$ cat src/design/crp_pkg.sv
`default_nettype none

package crp_pkg;

  // Operation codes carried in the operation field of a request.
  localparam logic OP_WRITE  = 1'b0;
  localparam logic OP_LOOKUP = 1'b1;

  // Result status codes.
  typedef enum logic [1:0] {
    ST_INTERP = 2'd0,
    ST_BELOW  = 2'd1,
    ST_ABOVE  = 2'd2,
    ST_WRITE  = 2'd3
  } ramp_status_t;

  // Colors returned outside the ramp.
  localparam logic [7:0] BELOW_RED   = 8'd150;
  localparam logic [7:0] BELOW_GREEN = 8'd150;
  localparam logic [7:0] BELOW_BLUE  = 8'd255;
  localparam logic [7:0] ABOVE_LEVEL = 8'd255;

  // Depth of the request queue between front and back.
  localparam int QUEUE_DEPTH = 2;
  localparam int QPTR_W      = 1;
  localparam int QCNT_W      = 2;

  // Width of the quotient produced by the serial divider.
  localparam int QUOT_W = 8;

  // Input request payload.
  typedef struct packed {
    logic               operation;
    logic [3:0]         point_slot;
    logic signed [15:0] point_height;
    logic [7:0]         point_red;
    logic [7:0]         point_green;
    logic [7:0]         point_blue;
    logic signed [15:0] query_height;
  } crp_in_t;

  // Result payload.
  typedef struct packed {
    logic [7:0]   out_red;
    logic [7:0]   out_green;
    logic [7:0]   out_blue;
    ramp_status_t ramp_status;
  } crp_out_t;

  // One stored ramp point.
  typedef struct packed {
    logic signed [15:0] height;
    logic [7:0]         red;
    logic [7:0]         green;
    logic [7:0]         blue;
  } ramp_point_t;

  // A classified request as it sits in the queue.
  typedef struct packed {
    logic               is_lookup;
    logic               slot_ok;
    logic [3:0]         slot;
    ramp_point_t        point;
    logic signed [15:0] query;
  } crp_entry_t;

  // Queue status seen by the front and back.
  typedef struct packed {
    logic full;
    logic empty;
  } crp_qstat_t;

  // Back-end sequencer states.
  typedef enum logic [2:0] {
    BK_IDLE,
    BK_SCAN,
    BK_DECIDE,
    BK_MUL,
    BK_DIV,
    BK_ACC,
    BK_FIN
  } back_state_t;

endpackage

`default_nettype wire

$ cat src/design/crp_front.sv
`default_nettype none

module crp_front #(
  parameter int MAX_POINTS = 16,
  parameter int SC_W       = 5
) (
  input  wire                  clk,
  input  wire                  rst_n,
  input  wire                  in_valid,
  output logic                 in_stall,
  input  crp_pkg::crp_in_t     in_data,
  input  wire                  cfg_wr_en,
  input  wire [4:0]            cfg_wr_data,
  input  crp_pkg::crp_qstat_t  qstat,
  output logic                 push,
  output crp_pkg::crp_entry_t  entry,
  output logic [SC_W-1:0]      scan_lim
);

  logic [SC_W-1:0] scan_lim_r;
  logic [SC_W-1:0] scan_lim_nxt;

  // The point count is clamped to the table depth when it is written.
  always_comb begin
    if ({27'b0, cfg_wr_data} > 32'(MAX_POINTS)) begin
      scan_lim_nxt = SC_W'(MAX_POINTS);
    end else begin
      scan_lim_nxt = SC_W'(cfg_wr_data);
    end
  end

  always_ff @(posedge clk) begin
    if (!rst_n) begin
      scan_lim_r <= '0;
    end else if (cfg_wr_en) begin
      scan_lim_r <= scan_lim_nxt;
    end
  end

  assign scan_lim = scan_lim_r;

  // A request is taken whenever the queue has room.
  assign in_stall = qstat.full;
  assign push     = in_valid && !qstat.full;

  // Classify the request and flag writes to slots past the table.
  always_comb begin
    entry.is_lookup    = (in_data.operation == crp_pkg::OP_LOOKUP);
    entry.slot_ok      = ({28'b0, in_data.point_slot} < 32'(MAX_POINTS));
    entry.slot         = in_data.point_slot;
    entry.point.height = in_data.point_height;
    entry.point.red    = in_data.point_red;
    entry.point.green  = in_data.point_green;
    entry.point.blue   = in_data.point_blue;
    entry.query        = in_data.query_height;
  end

endmodule

`default_nettype wire

$ cat src/design/crp_queue.sv
`default_nettype none

module crp_queue (
  input  wire                  clk,
  input  wire                  rst_n,
  input  wire                  push,
  input  crp_pkg::crp_entry_t  push_entry,
  input  wire                  pop,
  output crp_pkg::crp_entry_t  head,
  output crp_pkg::crp_qstat_t  qstat
);

  crp_pkg::crp_entry_t              slots_r [crp_pkg::QUEUE_DEPTH];
  logic [crp_pkg::QPTR_W-1:0]       wr_ptr_r;
  logic [crp_pkg::QPTR_W-1:0]       rd_ptr_r;
  logic [crp_pkg::QCNT_W-1:0]       count_r;
  logic                             do_push;
  logic                             do_pop;

  assign qstat.full  = (count_r == crp_pkg::QCNT_W'(crp_pkg::QUEUE_DEPTH));
  assign qstat.empty = (count_r == '0);
  assign do_push     = push && !qstat.full;
  assign do_pop      = pop && !qstat.empty;
  assign head        = slots_r[rd_ptr_r];

  // Pointer and fill count bookkeeping.
  always_ff @(posedge clk) begin
    if (!rst_n) begin
      wr_ptr_r <= '0;
      rd_ptr_r <= '0;
      count_r  <= '0;
    end else begin
      if (do_push) begin
        wr_ptr_r <= wr_ptr_r + 1'b1;
      end
      if (do_pop) begin
        rd_ptr_r <= rd_ptr_r + 1'b1;
      end
      if (do_push && !do_pop) begin
        count_r <= count_r + 1'b1;
      end else if (do_pop && !do_push) begin
        count_r <= count_r - 1'b1;
      end
    end
  end

  // Entry storage.
  always_ff @(posedge clk) begin
    if (do_push) begin
      slots_r[wr_ptr_r] <= push_entry;
    end
  end

endmodule

`default_nettype wire

$ cat src/design/crp_back.sv
`default_nettype none

module crp_back #(
  parameter int MAX_POINTS = 16,
  parameter int SC_W       = 5,
  parameter int IDX_W      = 4
) (
  input  wire                  clk,
  input  wire                  rst_n,
  input  crp_pkg::crp_entry_t  head,
  input  crp_pkg::crp_qstat_t  qstat,
  output logic                 pop,
  input  wire [SC_W-1:0]       scan_lim,
  output logic                 out_valid,
  input  wire                  out_stall,
  output crp_pkg::crp_out_t    out_data
);

  crp_pkg::back_state_t   state_r;
  crp_pkg::back_state_t   state_nxt;

  crp_pkg::ramp_point_t   table_mem [MAX_POINTS];
  crp_pkg::ramp_point_t   rd_point_r;
  logic                   rd_vld_r;
  logic [SC_W-1:0]        iss_r;

  logic signed [15:0]     query_r;
  logic                   has_lo_r;
  logic                   has_hi_r;
  crp_pkg::ramp_point_t   lo_r;
  crp_pkg::ramp_point_t   hi_r;

  logic [15:0]            num_r;
  logic [15:0]            den_r;
  logic [1:0]             ch_r;
  logic [2:0]             step_r;
  logic [23:0]            prod_r;
  logic [23:0]            dsh_r;
  logic                   neg_r;
  logic [crp_pkg::QUOT_W-1:0] quot_r;
  logic [2:0][7:0]        res_r;
  crp_pkg::ramp_status_t  st_r;

  logic                   out_valid_r;
  crp_pkg::crp_out_t      out_data_r;
  logic                   out_free;

  logic                   load_wr;
  logic                   mem_we;
  logic                   start_scan;
  logic                   scan_issue;
  logic                   scan_done;
  logic                   fin_load;
  logic                   special;

  logic                   take_lo;
  logic                   take_hi;
  logic [7:0]             cl;
  logic [7:0]             cu;
  logic [8:0]             diff9;
  logic [8:0]             neg9;
  logic [7:0]             mag;
  logic [16:0]            num17;
  logic [16:0]            den17;

  assign out_free = !out_valid_r || !out_stall;

  // Next-state logic of the sequencer.
  always_comb begin
    state_nxt = state_r;
    unique case (state_r)
      crp_pkg::BK_IDLE: begin
        if (start_scan) begin
          state_nxt = crp_pkg::BK_SCAN;
        end
      end
      crp_pkg::BK_SCAN: begin
        if (scan_done) begin
          state_nxt = crp_pkg::BK_DECIDE;
        end
      end
      crp_pkg::BK_DECIDE: begin
        state_nxt = special ? crp_pkg::BK_FIN : crp_pkg::BK_MUL;
      end
      crp_pkg::BK_MUL: begin
        state_nxt = crp_pkg::BK_DIV;
      end
      crp_pkg::BK_DIV: begin
        if (step_r == 3'd7) begin
          state_nxt = crp_pkg::BK_ACC;
        end
      end
      crp_pkg::BK_ACC: begin
        state_nxt = (ch_r == 2'd2) ? crp_pkg::BK_FIN : crp_pkg::BK_MUL;
      end
      crp_pkg::BK_FIN: begin
        if (out_free) begin
          state_nxt = crp_pkg::BK_IDLE;
        end
      end
      default: begin
        state_nxt = crp_pkg::BK_IDLE;
      end
    endcase
  end

  // Control outputs of the sequencer.
  always_comb begin
    pop        = 1'b0;
    load_wr    = 1'b0;
    mem_we     = 1'b0;
    start_scan = 1'b0;
    scan_issue = 1'b0;
    scan_done  = 1'b0;
    fin_load   = 1'b0;
    unique case (state_r)
      crp_pkg::BK_IDLE: begin
        if (!qstat.empty) begin
          if (head.is_lookup) begin
            pop        = 1'b1;
            start_scan = 1'b1;
          end else if (out_free) begin
            pop     = 1'b1;
            load_wr = 1'b1;
            mem_we  = head.slot_ok;
          end
        end
      end
      crp_pkg::BK_SCAN: begin
        scan_issue = (iss_r < scan_lim);
        scan_done  = (iss_r >= scan_lim) && !rd_vld_r;
      end
      crp_pkg::BK_FIN: begin
        fin_load = out_free;
      end
      default: begin
      end
    endcase
  end

  always_ff @(posedge clk) begin
    if (!rst_n) begin
      state_r <= crp_pkg::BK_IDLE;
    end else begin
      state_r <= state_nxt;
    end
  end

  // Point table: one write port, one registered read port.
  always_ff @(posedge clk) begin
    if (mem_we) begin
      table_mem[IDX_W'(head.slot)] <= head.point;
    end
    rd_point_r <= table_mem[iss_r[IDX_W-1:0]];
  end

  // Scan address counter and read-data valid flag.
  always_ff @(posedge clk) begin
    if (!rst_n) begin
      rd_vld_r <= 1'b0;
    end else begin
      rd_vld_r <= scan_issue;
    end
  end

  always_ff @(posedge clk) begin
    if (start_scan) begin
      iss_r <= '0;
    end else if (scan_issue) begin
      iss_r <= iss_r + 1'b1;
    end
  end

  // Bracket tests; a strict compare keeps the first of equal heights.
  assign take_lo = rd_vld_r && (rd_point_r.height <= query_r)
                   && (!has_lo_r || (rd_point_r.height > lo_r.height));
  assign take_hi = rd_vld_r && (rd_point_r.height >= query_r)
                   && (!has_hi_r || (rd_point_r.height < hi_r.height));

  always_ff @(posedge clk) begin
    if (start_scan) begin
      query_r  <= head.query;
      has_lo_r <= 1'b0;
      has_hi_r <= 1'b0;
    end else begin
      if (take_lo) begin
        has_lo_r <= 1'b1;
        lo_r     <= rd_point_r;
      end
      if (take_hi) begin
        has_hi_r <= 1'b1;
        hi_r     <= rd_point_r;
      end
    end
  end

  // Offsets for the blend; both are non-negative when interpolating.
  assign num17   = {query_r[15], query_r} - {lo_r.height[15], lo_r.height};
  assign den17   = {hi_r.height[15], hi_r.height} - {lo_r.height[15], lo_r.height};
  assign special = !has_lo_r || !has_hi_r || (lo_r.height == hi_r.height);

  // Channel selection for the shared multiply-divide unit.
  always_comb begin
    unique case (ch_r)
      2'd0: begin
        cl = lo_r.red;
        cu = hi_r.red;
      end
      2'd1: begin
        cl = lo_r.green;
        cu = hi_r.green;
      end
      default: begin
        cl = lo_r.blue;
        cu = hi_r.blue;
      end
    endcase
  end

  assign diff9 = {1'b0, cu} - {1'b0, cl};
  assign neg9  = 9'd0 - diff9;
  assign mag   = diff9[8] ? neg9[7:0] : diff9[7:0];

  // Blend datapath: magnitude product, restoring division, signed correction.
  always_ff @(posedge clk) begin
    unique case (state_r)
      crp_pkg::BK_DECIDE: begin
        num_r <= num17[15:0];
        den_r <= den17[15:0];
        ch_r  <= 2'd0;
        if (!has_lo_r) begin
          st_r  <= crp_pkg::ST_BELOW;
          res_r <= {crp_pkg::BELOW_BLUE, crp_pkg::BELOW_GREEN, crp_pkg::BELOW_RED};
        end else if (!has_hi_r) begin
          st_r  <= crp_pkg::ST_ABOVE;
          res_r <= {crp_pkg::ABOVE_LEVEL, crp_pkg::ABOVE_LEVEL, crp_pkg::ABOVE_LEVEL};
        end else begin
          st_r  <= crp_pkg::ST_INTERP;
          res_r <= {lo_r.blue, lo_r.green, lo_r.red};
        end
      end
      crp_pkg::BK_MUL: begin
        prod_r <= 24'(mag) * 24'(num_r);
        dsh_r  <= {1'b0, den_r, 7'b0};
        neg_r  <= diff9[8];
        quot_r <= '0;
        step_r <= 3'd0;
      end
      crp_pkg::BK_DIV: begin
        if (prod_r >= dsh_r) begin
          prod_r <= prod_r - dsh_r;
          quot_r <= {quot_r[crp_pkg::QUOT_W-2:0], 1'b1};
        end else begin
          quot_r <= {quot_r[crp_pkg::QUOT_W-2:0], 1'b0};
        end
        dsh_r  <= dsh_r >> 1;
        step_r <= step_r + 3'd1;
      end
      crp_pkg::BK_ACC: begin
        res_r[ch_r] <= neg_r ? (cl - quot_r) : (cl + quot_r);
        ch_r        <= ch_r + 2'd1;
      end
      default: begin
      end
    endcase
  end

  // Result register decouples the sequencer from the output stall.
  always_ff @(posedge clk) begin
    if (!rst_n) begin
      out_valid_r <= 1'b0;
    end else if (load_wr || fin_load) begin
      out_valid_r <= 1'b1;
    end else if (!out_stall) begin
      out_valid_r <= 1'b0;
    end
  end

  always_ff @(posedge clk) begin
    if (load_wr) begin
      out_data_r.out_red     <= 8'd0;
      out_data_r.out_green   <= 8'd0;
      out_data_r.out_blue    <= 8'd0;
      out_data_r.ramp_status <= crp_pkg::ST_WRITE;
    end else if (fin_load) begin
      out_data_r.out_red     <= res_r[0];
      out_data_r.out_green   <= res_r[1];
      out_data_r.out_blue    <= res_r[2];
      out_data_r.ramp_status <= st_r;
    end
  end

  assign out_valid = out_valid_r;
  assign out_data  = out_data_r;

endmodule

`default_nettype wire

$ cat src/design/color_ramp_interpolation.sv
`default_nettype none

// Elevation to color ramp. A write request stores a point (height and RGB) in
// the table slot it names and returns a write-done result; a lookup scans the
// first points_in_use entries (clamped to MAX_POINTS), brackets the query
// height and returns the exact or linearly blended color, or a fixed color
// below or above the ramp. Requests enter a two-entry queue and are executed
// one at a time. With the back end idle and the result register free, a write
// is popped from the queue head and its result is registered. In a lookup the
// scan reads one entry per cycle through the table's single read port, and
// the blend runs the three channels in turn through one multiplier and an
// 8-step restoring divider. A lookup below or above the ramp, or exactly on a
// point, skips the blend. A stalled result holds the back end, and the queue
// then fills and stalls the input. Entries must be written before a lookup
// scans them; the table is not cleared by reset.
module color_ramp_interpolation #(
  parameter int MAX_POINTS = 16
) (
  input  wire               clk,
  input  wire               rst_n,
  input  wire               in_valid,
  output logic              in_stall,
  input  crp_pkg::crp_in_t  in_data,
  output logic              out_valid,
  input  wire               out_stall,
  output crp_pkg::crp_out_t out_data,
  input  wire               cfg_wr_en,
  input  wire [4:0]         cfg_wr_data
);

  localparam int SC_W  = $clog2(MAX_POINTS + 1);
  localparam int IDX_W = $clog2(MAX_POINTS);

  crp_pkg::crp_qstat_t qstat;
  crp_pkg::crp_entry_t push_entry;
  crp_pkg::crp_entry_t head;
  logic                push;
  logic                pop;
  logic [SC_W-1:0]     scan_lim;

  crp_front #(
    .MAX_POINTS (MAX_POINTS),
    .SC_W       (SC_W)
  ) u_front (
    .clk         (clk),
    .rst_n       (rst_n),
    .in_valid    (in_valid),
    .in_stall    (in_stall),
    .in_data     (in_data),
    .cfg_wr_en   (cfg_wr_en),
    .cfg_wr_data (cfg_wr_data),
    .qstat       (qstat),
    .push        (push),
    .entry       (push_entry),
    .scan_lim    (scan_lim)
  );

  crp_queue u_queue (
    .clk        (clk),
    .rst_n      (rst_n),
    .push       (push),
    .push_entry (push_entry),
    .pop        (pop),
    .head       (head),
    .qstat      (qstat)
  );

  crp_back #(
    .MAX_POINTS (MAX_POINTS),
    .SC_W       (SC_W),
    .IDX_W      (IDX_W)
  ) u_back (
    .clk       (clk),
    .rst_n     (rst_n),
    .head      (head),
    .qstat     (qstat),
    .pop       (pop),
    .scan_lim  (scan_lim),
    .out_valid (out_valid),
    .out_stall (out_stall),
    .out_data  (out_data)
  );

endmodule

`default_nettype wire

$ cat config.mk
export PLATFORM = sky130hd
export DESIGN_NAME = color_ramp_interpolation
export DESIGN_NICKNAME = d
export VERILOG_FILES = /design/src/design/crp_pkg.sv /design/src/design/crp_front.sv /design/src/design/crp_queue.sv /design/src/design/crp_back.sv /design/src/design/color_ramp_interpolation.sv
export SDC_FILE = /design/constraint.sdc
export NUM_CORES = 2
export LEC_CHECK = 0
export ABC_AREA = 1
export BUFFER_PORTS_ARGS = -buffer_cell sky130_fd_sc_hd__buf_2
export CAP_MARGIN = 20
export CORE_MARGIN = 2
export CORE_UTILIZATION = 45
export CTS_CLUSTER_DIAMETER = 120
export CTS_CLUSTER_SIZE = 30
export DETAILED_ROUTE_END_ITERATION = 12
export PLACE_DENSITY_LB_ADDON = 0.2
export SYNTH_ARGS = -nofsm -noshare
export SYNTH_HDL_FRONTEND = slang
export SYNTH_HIERARCHICAL = 1
export SYNTH_SLANG_ARGS = --single-unit
$ cat constraint.sdc
create_clock -name clk -period 8.8 [get_ports clk]
set_input_delay 0.88 -clock clk [delete_from_list [all_inputs] [get_ports clk]]
set_output_delay 0.88 -clock clk [all_outputs]
set_load 0.005 [all_outputs]
* Word-level counts from Yosys, hierarchy flattened
Memories as Yosys holds them, arrays and structs flattened. A register that Yosys moved wholly into a read port is not among the register bits.
Cells that the tools add are included.
** Word-level totals
- Logic and storage cells :: 169
- Memory bits (writable) :: 762
- Memories :: 2
- Bits of input ports :: 71
- Output and inout port bits :: 28
- Bits in registers :: 263
** Operators by class
- Magnitude comparators :: 10
- Multiplexer cells :: 53
- Add/sub/neg operators :: 14
- Eq/ne operators :: 17
- Bitwise logic cells :: 1
- Multipliers :: 1
- Reduce and logical (&&, ||, !) cells :: 36
** Memories
- u_back.table_mem :: words 16, bits a word 40, rd ports 1, clocked after memory_dff 1, write ports 1, RTL line crp_back.sv:22 : crp_pkg::ramp_point_t table_mem [MAX_POINTS];
- u_queue.slots_r :: words 2, bits a word 61, rd ports 1, clocked after memory_dff 1, write ports 1, RTL line crp_queue.sv:13 : crp_pkg::crp_entry_t slots_r [crp_pkg::QUEUE_DEPTH];
** Operators by type and width (number)
- $pmux W24 S2 :: 3
- $mux W24 :: 3
- $pmux W8 S2 :: 3
- $sub A16 B16 Y16 :: 2
- $mux W1 :: 26
- $bwmux W24 :: 1
- $ge A24 B24 Y1 :: 1
- $mul A8 B16 Y24 :: 1
- $mux W8 :: 3
- $sub A24 B24 Y24 :: 1
- $pmux W3 S7 :: 1
- $mux W3 :: 6
- $demux W8 S2 :: 1
- $eq A16 B16 Y1 :: 1
- $ge A16 B16 Y1 :: 1
- $gt A16 B16 Y1 :: 1
- $le A16 B16 Y1 :: 1
- $lt A16 B16 Y1 :: 1
- $eq A3 B3 Y1 const B :: 4
- $ne A2 B1 Y1 const B :: 6
- $logic_and A1 B1 Y1 :: 11
- $logic_not A1 Y1 :: 9
- $sub A8 B8 Y9 :: 1
- $add A8 B8 Y8 :: 1
- 27 further kinds :: 43

* Longest topological paths before layout
- Word-level depth :: 10
- Mapped depth :: 41
- Depth with buffers taken out :: 38

* Modules after synthesis
Netlist, hierarchy kept.
** Modules (own cells, without submodules)
- crp_back :: area each 43909.6 µm², cells an instance 3786, instances 1, sequential area each 27236.1 µm²
- crp_queue :: area each 5023.6 µm², cells an instance 231, instances 1, sequential area each 3823.7 µm²
- crp_front :: area each 663.1 µm², cells an instance 89, instances 1, sequential area each 100.1 µm²

* Worst setup path before layout
OpenSTA, ideal clock, no wires.
- Path type :: reg2reg
- From :: register u_back.ch_r[0]
- To :: register u_back.prod_r[19] (data pin)
- Clock period less this slack :: 6.570 ns
- Data required time :: 8.542 ns
- Path buffers :: 3
- Setup slack :: 2.230 ns
- Library setup time :: 0.258 ns
- Cell stages (with the launch flop) :: 36
- Data arrival time :: 6.312 ns
- Path through :: edfxtp_1 > ha_1 > buf_6 > buf_4 > a22o_1 > a21oi_1 > inv_1 > ha_1 > fa_1 > nor2_2 > nand2_2 > nand2_2 > nand4_2 > nand2_4 > nor2_2 > xor2_2 > buf_4 > nor2_1 > fa_1 > inv_1 > fa_1 > fa_1 > inv_1 > fa_1 > ha_1 > nand2_1 > o21ai_0 > nor2_1 > inv_1 > nand2_1 > nand2_1 > a21oi_1 > o21ai_0 > a21oi_1 > o21ai_0 > nand2_1
** On the way
- Cells in the longest elaborated chain, start to end :: 7
- Elaborated cells on any way between the ends :: 9
- Those cells by class :: add/sub (2); mul (1); eq/ne (1); mux (4); reduce/logical (1)
** Ends and longest elaborated chain
- start, declared :: RTL line crp_back.sv:35 : logic [1:0] ch_r;
- start signal, assigned :: RTL line crp_back.sv:261 : ch_r <= ch_r + 2'd1;
- $eq A2 B1 Y1 or $logic_not A2 Y1 (tied branches) :: RTL line crp_back.sv:204 : unique case (ch_r)
- $pmux W8 S2 :: RTL line crp_back.sv:204
- $sub A8 B8 Y9 (*) :: RTL line crp_back.sv:220 : assign diff9 = {1'b0, cu} - {1'b0, cl};
- $sub A1 B8 Y8 :: RTL line crp_back.sv:221 : assign neg9 = 9'd0 - diff9;
- $mux W8 (*) :: RTL line crp_back.sv:222 : assign mag = diff9[8] ? neg9[7:0] : diff9[7:0];
- $mul A8 B16 Y24 (*) :: RTL line crp_back.sv:243 : prod_r <= 24'(mag) * 24'(num_r);
- $pmux W24 S2 (*) :: RTL line crp_back.sv:226 : unique case (state_r)
- end signal, assigned :: RTL line crp_back.sv:243
- end signal, assigned :: RTL line crp_back.sv:251 : prod_r <= prod_r - dsh_r;
- end, declared :: RTL line crp_back.sv:37 : logic [23:0] prod_r;
Mark *: on every way between the ends. The rest lies on a longest branch, timed or not.
A chain may end at the register's enable or synchronous reset.

* Final worst setup path
Same ends and word-level chain as after synthesis.

==> results.tsv <==
metric	value	unit
grt_max_degree	118	
port_buffers	98	
crit_required	9200	ps
ctsHoldBuffers	0	
cts_buffers	43	
first_iter_violations	3028	
yosysSeqAreaShare	62.83	%
post-route-period-util	88.89	%
grt_overflow	0	
critPathLaunchType	flip-flop	
final_nets	4399	
pre_cts_slack	1079	ps
die_x	336.0	microns
slew_headroom	35.05	%
ys_ff_latch	1067	
dp_hpwl	74290	microns
syn_nets	4433	
cts_root_buf	clkbuf_16	
clock_path_buffers	3	
start_util	45.44	%
cts_tree	built	
clk_pin_slew	130	ps
cts_setup_buffers	0	
core-area	109200	sq um
ys_warn_count	6	
post_drt_wl_per_cell	21.17	microns
worstPathArrival	8230	ps
hold_viol_final	0	
timing.fmax	0.1278	GHz
finClkSkew	54.51	ps
fill_cells	9786	
gp_congestion	0.9054	
critPathKind	flip-flop to flip-flop	
vias	30310	
worst-r2r-cell-count	32	
cp_max_fo	24	
min_period	7822	ps
cp_slowest_cell	ha_1	
synth_cells	4106	
holdPathStages	1	
min_path_type	primary input to flip-flop	
die_h	336.0	microns
ios	99	
cts.sinks	1067	
insertion_delay	660	ps
worstMarginPinSlew	974.3	ps
avgSynthCellArea	12.08	sq um
slew_viol_final	0	
async_flop_share	0	%
vias_per_cell	5.430	
ys.flop_type	edfxtp_1	
drc	0	
ys_types	65	
antenna_found_initial	5	
maxCapViolCount	0	
drtPass1Iterations	8	
max_stage_delay	680	ps
rsz0062_at_grt	false	
ant_nets	0	
diodes	0	
syn_to_final_growth	5.893	%
drt_wl_total	118200	microns
rows	121	
drive_gt1_share	8.692	%
report.final.setup_viol	0	
run_status	completed	
cts-resized-gates	0	
fp.dieArea	112900	sq um
grt_usage	20.86	%
fin_tns_setup	0	ps
synth_edf_count	979	
grt_pass1_vias	29160	
grt_first_pass_wirelength	178800	microns
cts_max_level	2	
syn_area	49600	sq um
worst_setup_path_end_kind	flip-flop	
fin_ws	977.7	ps
[cell usage after synthesis, types with 13 or more instances]
library cell	instances	area, sq um
dfxtp_1	88	1762
fa_1	89	1782
buf_1	14	52.55
nand2_2	21	131.4
mux2i_1	63	630.6
nand2_1	470	1764
o221ai_1	62	543.0
inv_1	362	1359
buf_4	68	510.5
edfxtp_1	979	29400
o211ai_1	22	165.2
xnor2_1	16	140.1
nand3_1	146	730.7
clkbuf_1	118	442.9
nand4_1	16	100.1
nor2_1	543	2038
nor3_1	20	100.1
o32ai_1	98	858.3
a21oi_1	185	925.9
ha_1	167	2090
o21bai_1	13	97.59
xor2_1	35	306.5
mux2_4	60	900.9
o21ai_0	303	1516
[worst max-delay path, delay by kind of cell, from the launching register on]
family / cells / cell delay (ps)
adders and majority gates: 8 / 3740
and+or+nand+nor: 12 / 1240
AOI/OAI and AO/OA: 6 / 1170
xor gates and xnor gates: 1 / 580
DFF: 1 / 440
buffers and inverters: 5 / 350
[cell families (layout without fill, tap and decap cells)]
kind of cell / Yosys count / after routing / synth area share [%]
and+or+nand+nor: 1257 / 1257 / 10.47
DFF: 1067 / 1067 / 62.83
AOI/OAI and AO/OA: 754 / 754 / 9.410
buffers and inverters: 593 / 594 / 5.384
adders and majority gates: 256 / 256 / 7.805
muxes: 125 / 125 / 3.133
xor gates and xnor gates: 53 / 53 / 0.9662
other: 1 / 1 / 0.007561
[worst paths after layout]
path / end / slack [ps] / from
hold reg to reg: u_back/lo_r[16] / 430 / u_back/rd_point_r[16]
setup reg to reg: u_back/prod_r[19] / 980 / u_back/ch_r[0]
hold / removal: u_queue/slots_r[0][37] / 390 / in_data[37]
setup / recovery: u_back/prod_r[19] / 980 / u_back/ch_r[0]
[per-stage QoR]
step                util [%]  instances  hold slack (ps)  cell area (sq um)
floorplan                  -       4106            403.7              49600
global placement       46.90       5503            413.0              51190
detailed placement     46.90       5503            413.9              51190
CTS                    48.11       5583            340.1              52520
global route           48.11       5583            350.8              52520
finish                 48.11       5583            389.0              52520
[sequential cells by signal (all words and copies together) (netlist names), 3 cells and up, named ones only]
signal	flops
u_back/iss_r	5
u_back/quot_r	8
u_back/hi_r	40
u_front/scan_lim	5
u_back/den_r	16
u_back/out_data	26
u_back/step_r	3
u_back/table_mem	640
u_back/lo_r	40
u_queue/slots_r	124
u_back/rd_point_r	40
u_back/dsh_r	23
u_back/prod_r	24
u_back/state_r	3
u_back/num_r	16
u_back/res_r	24
u_back/query_r	16
[layout make-up]
type	count	area (sq um)	share of cell area (%)
repair buffers	146	850.8	1.620
clock inverters	8	140.1	0.2668
flip-flops and latches	1067	31170	59.36
inverters	368	1391	2.649
multi-input cells	2446	15930	30.33
well taps	1476	1847	3.516
clock buffers	72	1185	2.256
[cells in the final DEF, fill, tap and decap left out, types with 63 or more instances in the layout]
cell,Yosys,layout
fa_1,89,89
ha_1,167,167
inv_1,362,360
buf_2,10,98
a21oi_1,185,184
o32ai_1,98,98
nand2_1,470,470
o21ai_0,303,303
nor2_1,543,522
nand3_1,146,146
dfxtp_1,88,84
edfxtp_1,979,979
mux2i_1,63,63
[layer usage]
layer | wire length, microns | GRT usage (%) | vias to the layer above
li1 | - | - | 14390
met1 | 53680 | 29.64 | 15080
met2 | 56280 | 34.29 | 704
met3 | 5767 | 2.589 | 134
met4 | 2456 | 4.856 | 4
met5 | 26 | 0 | -
Power is left out: the tool's default activity adds up to more than one toggle a clock period on the data nets, which glitch-free logic cannot reach.
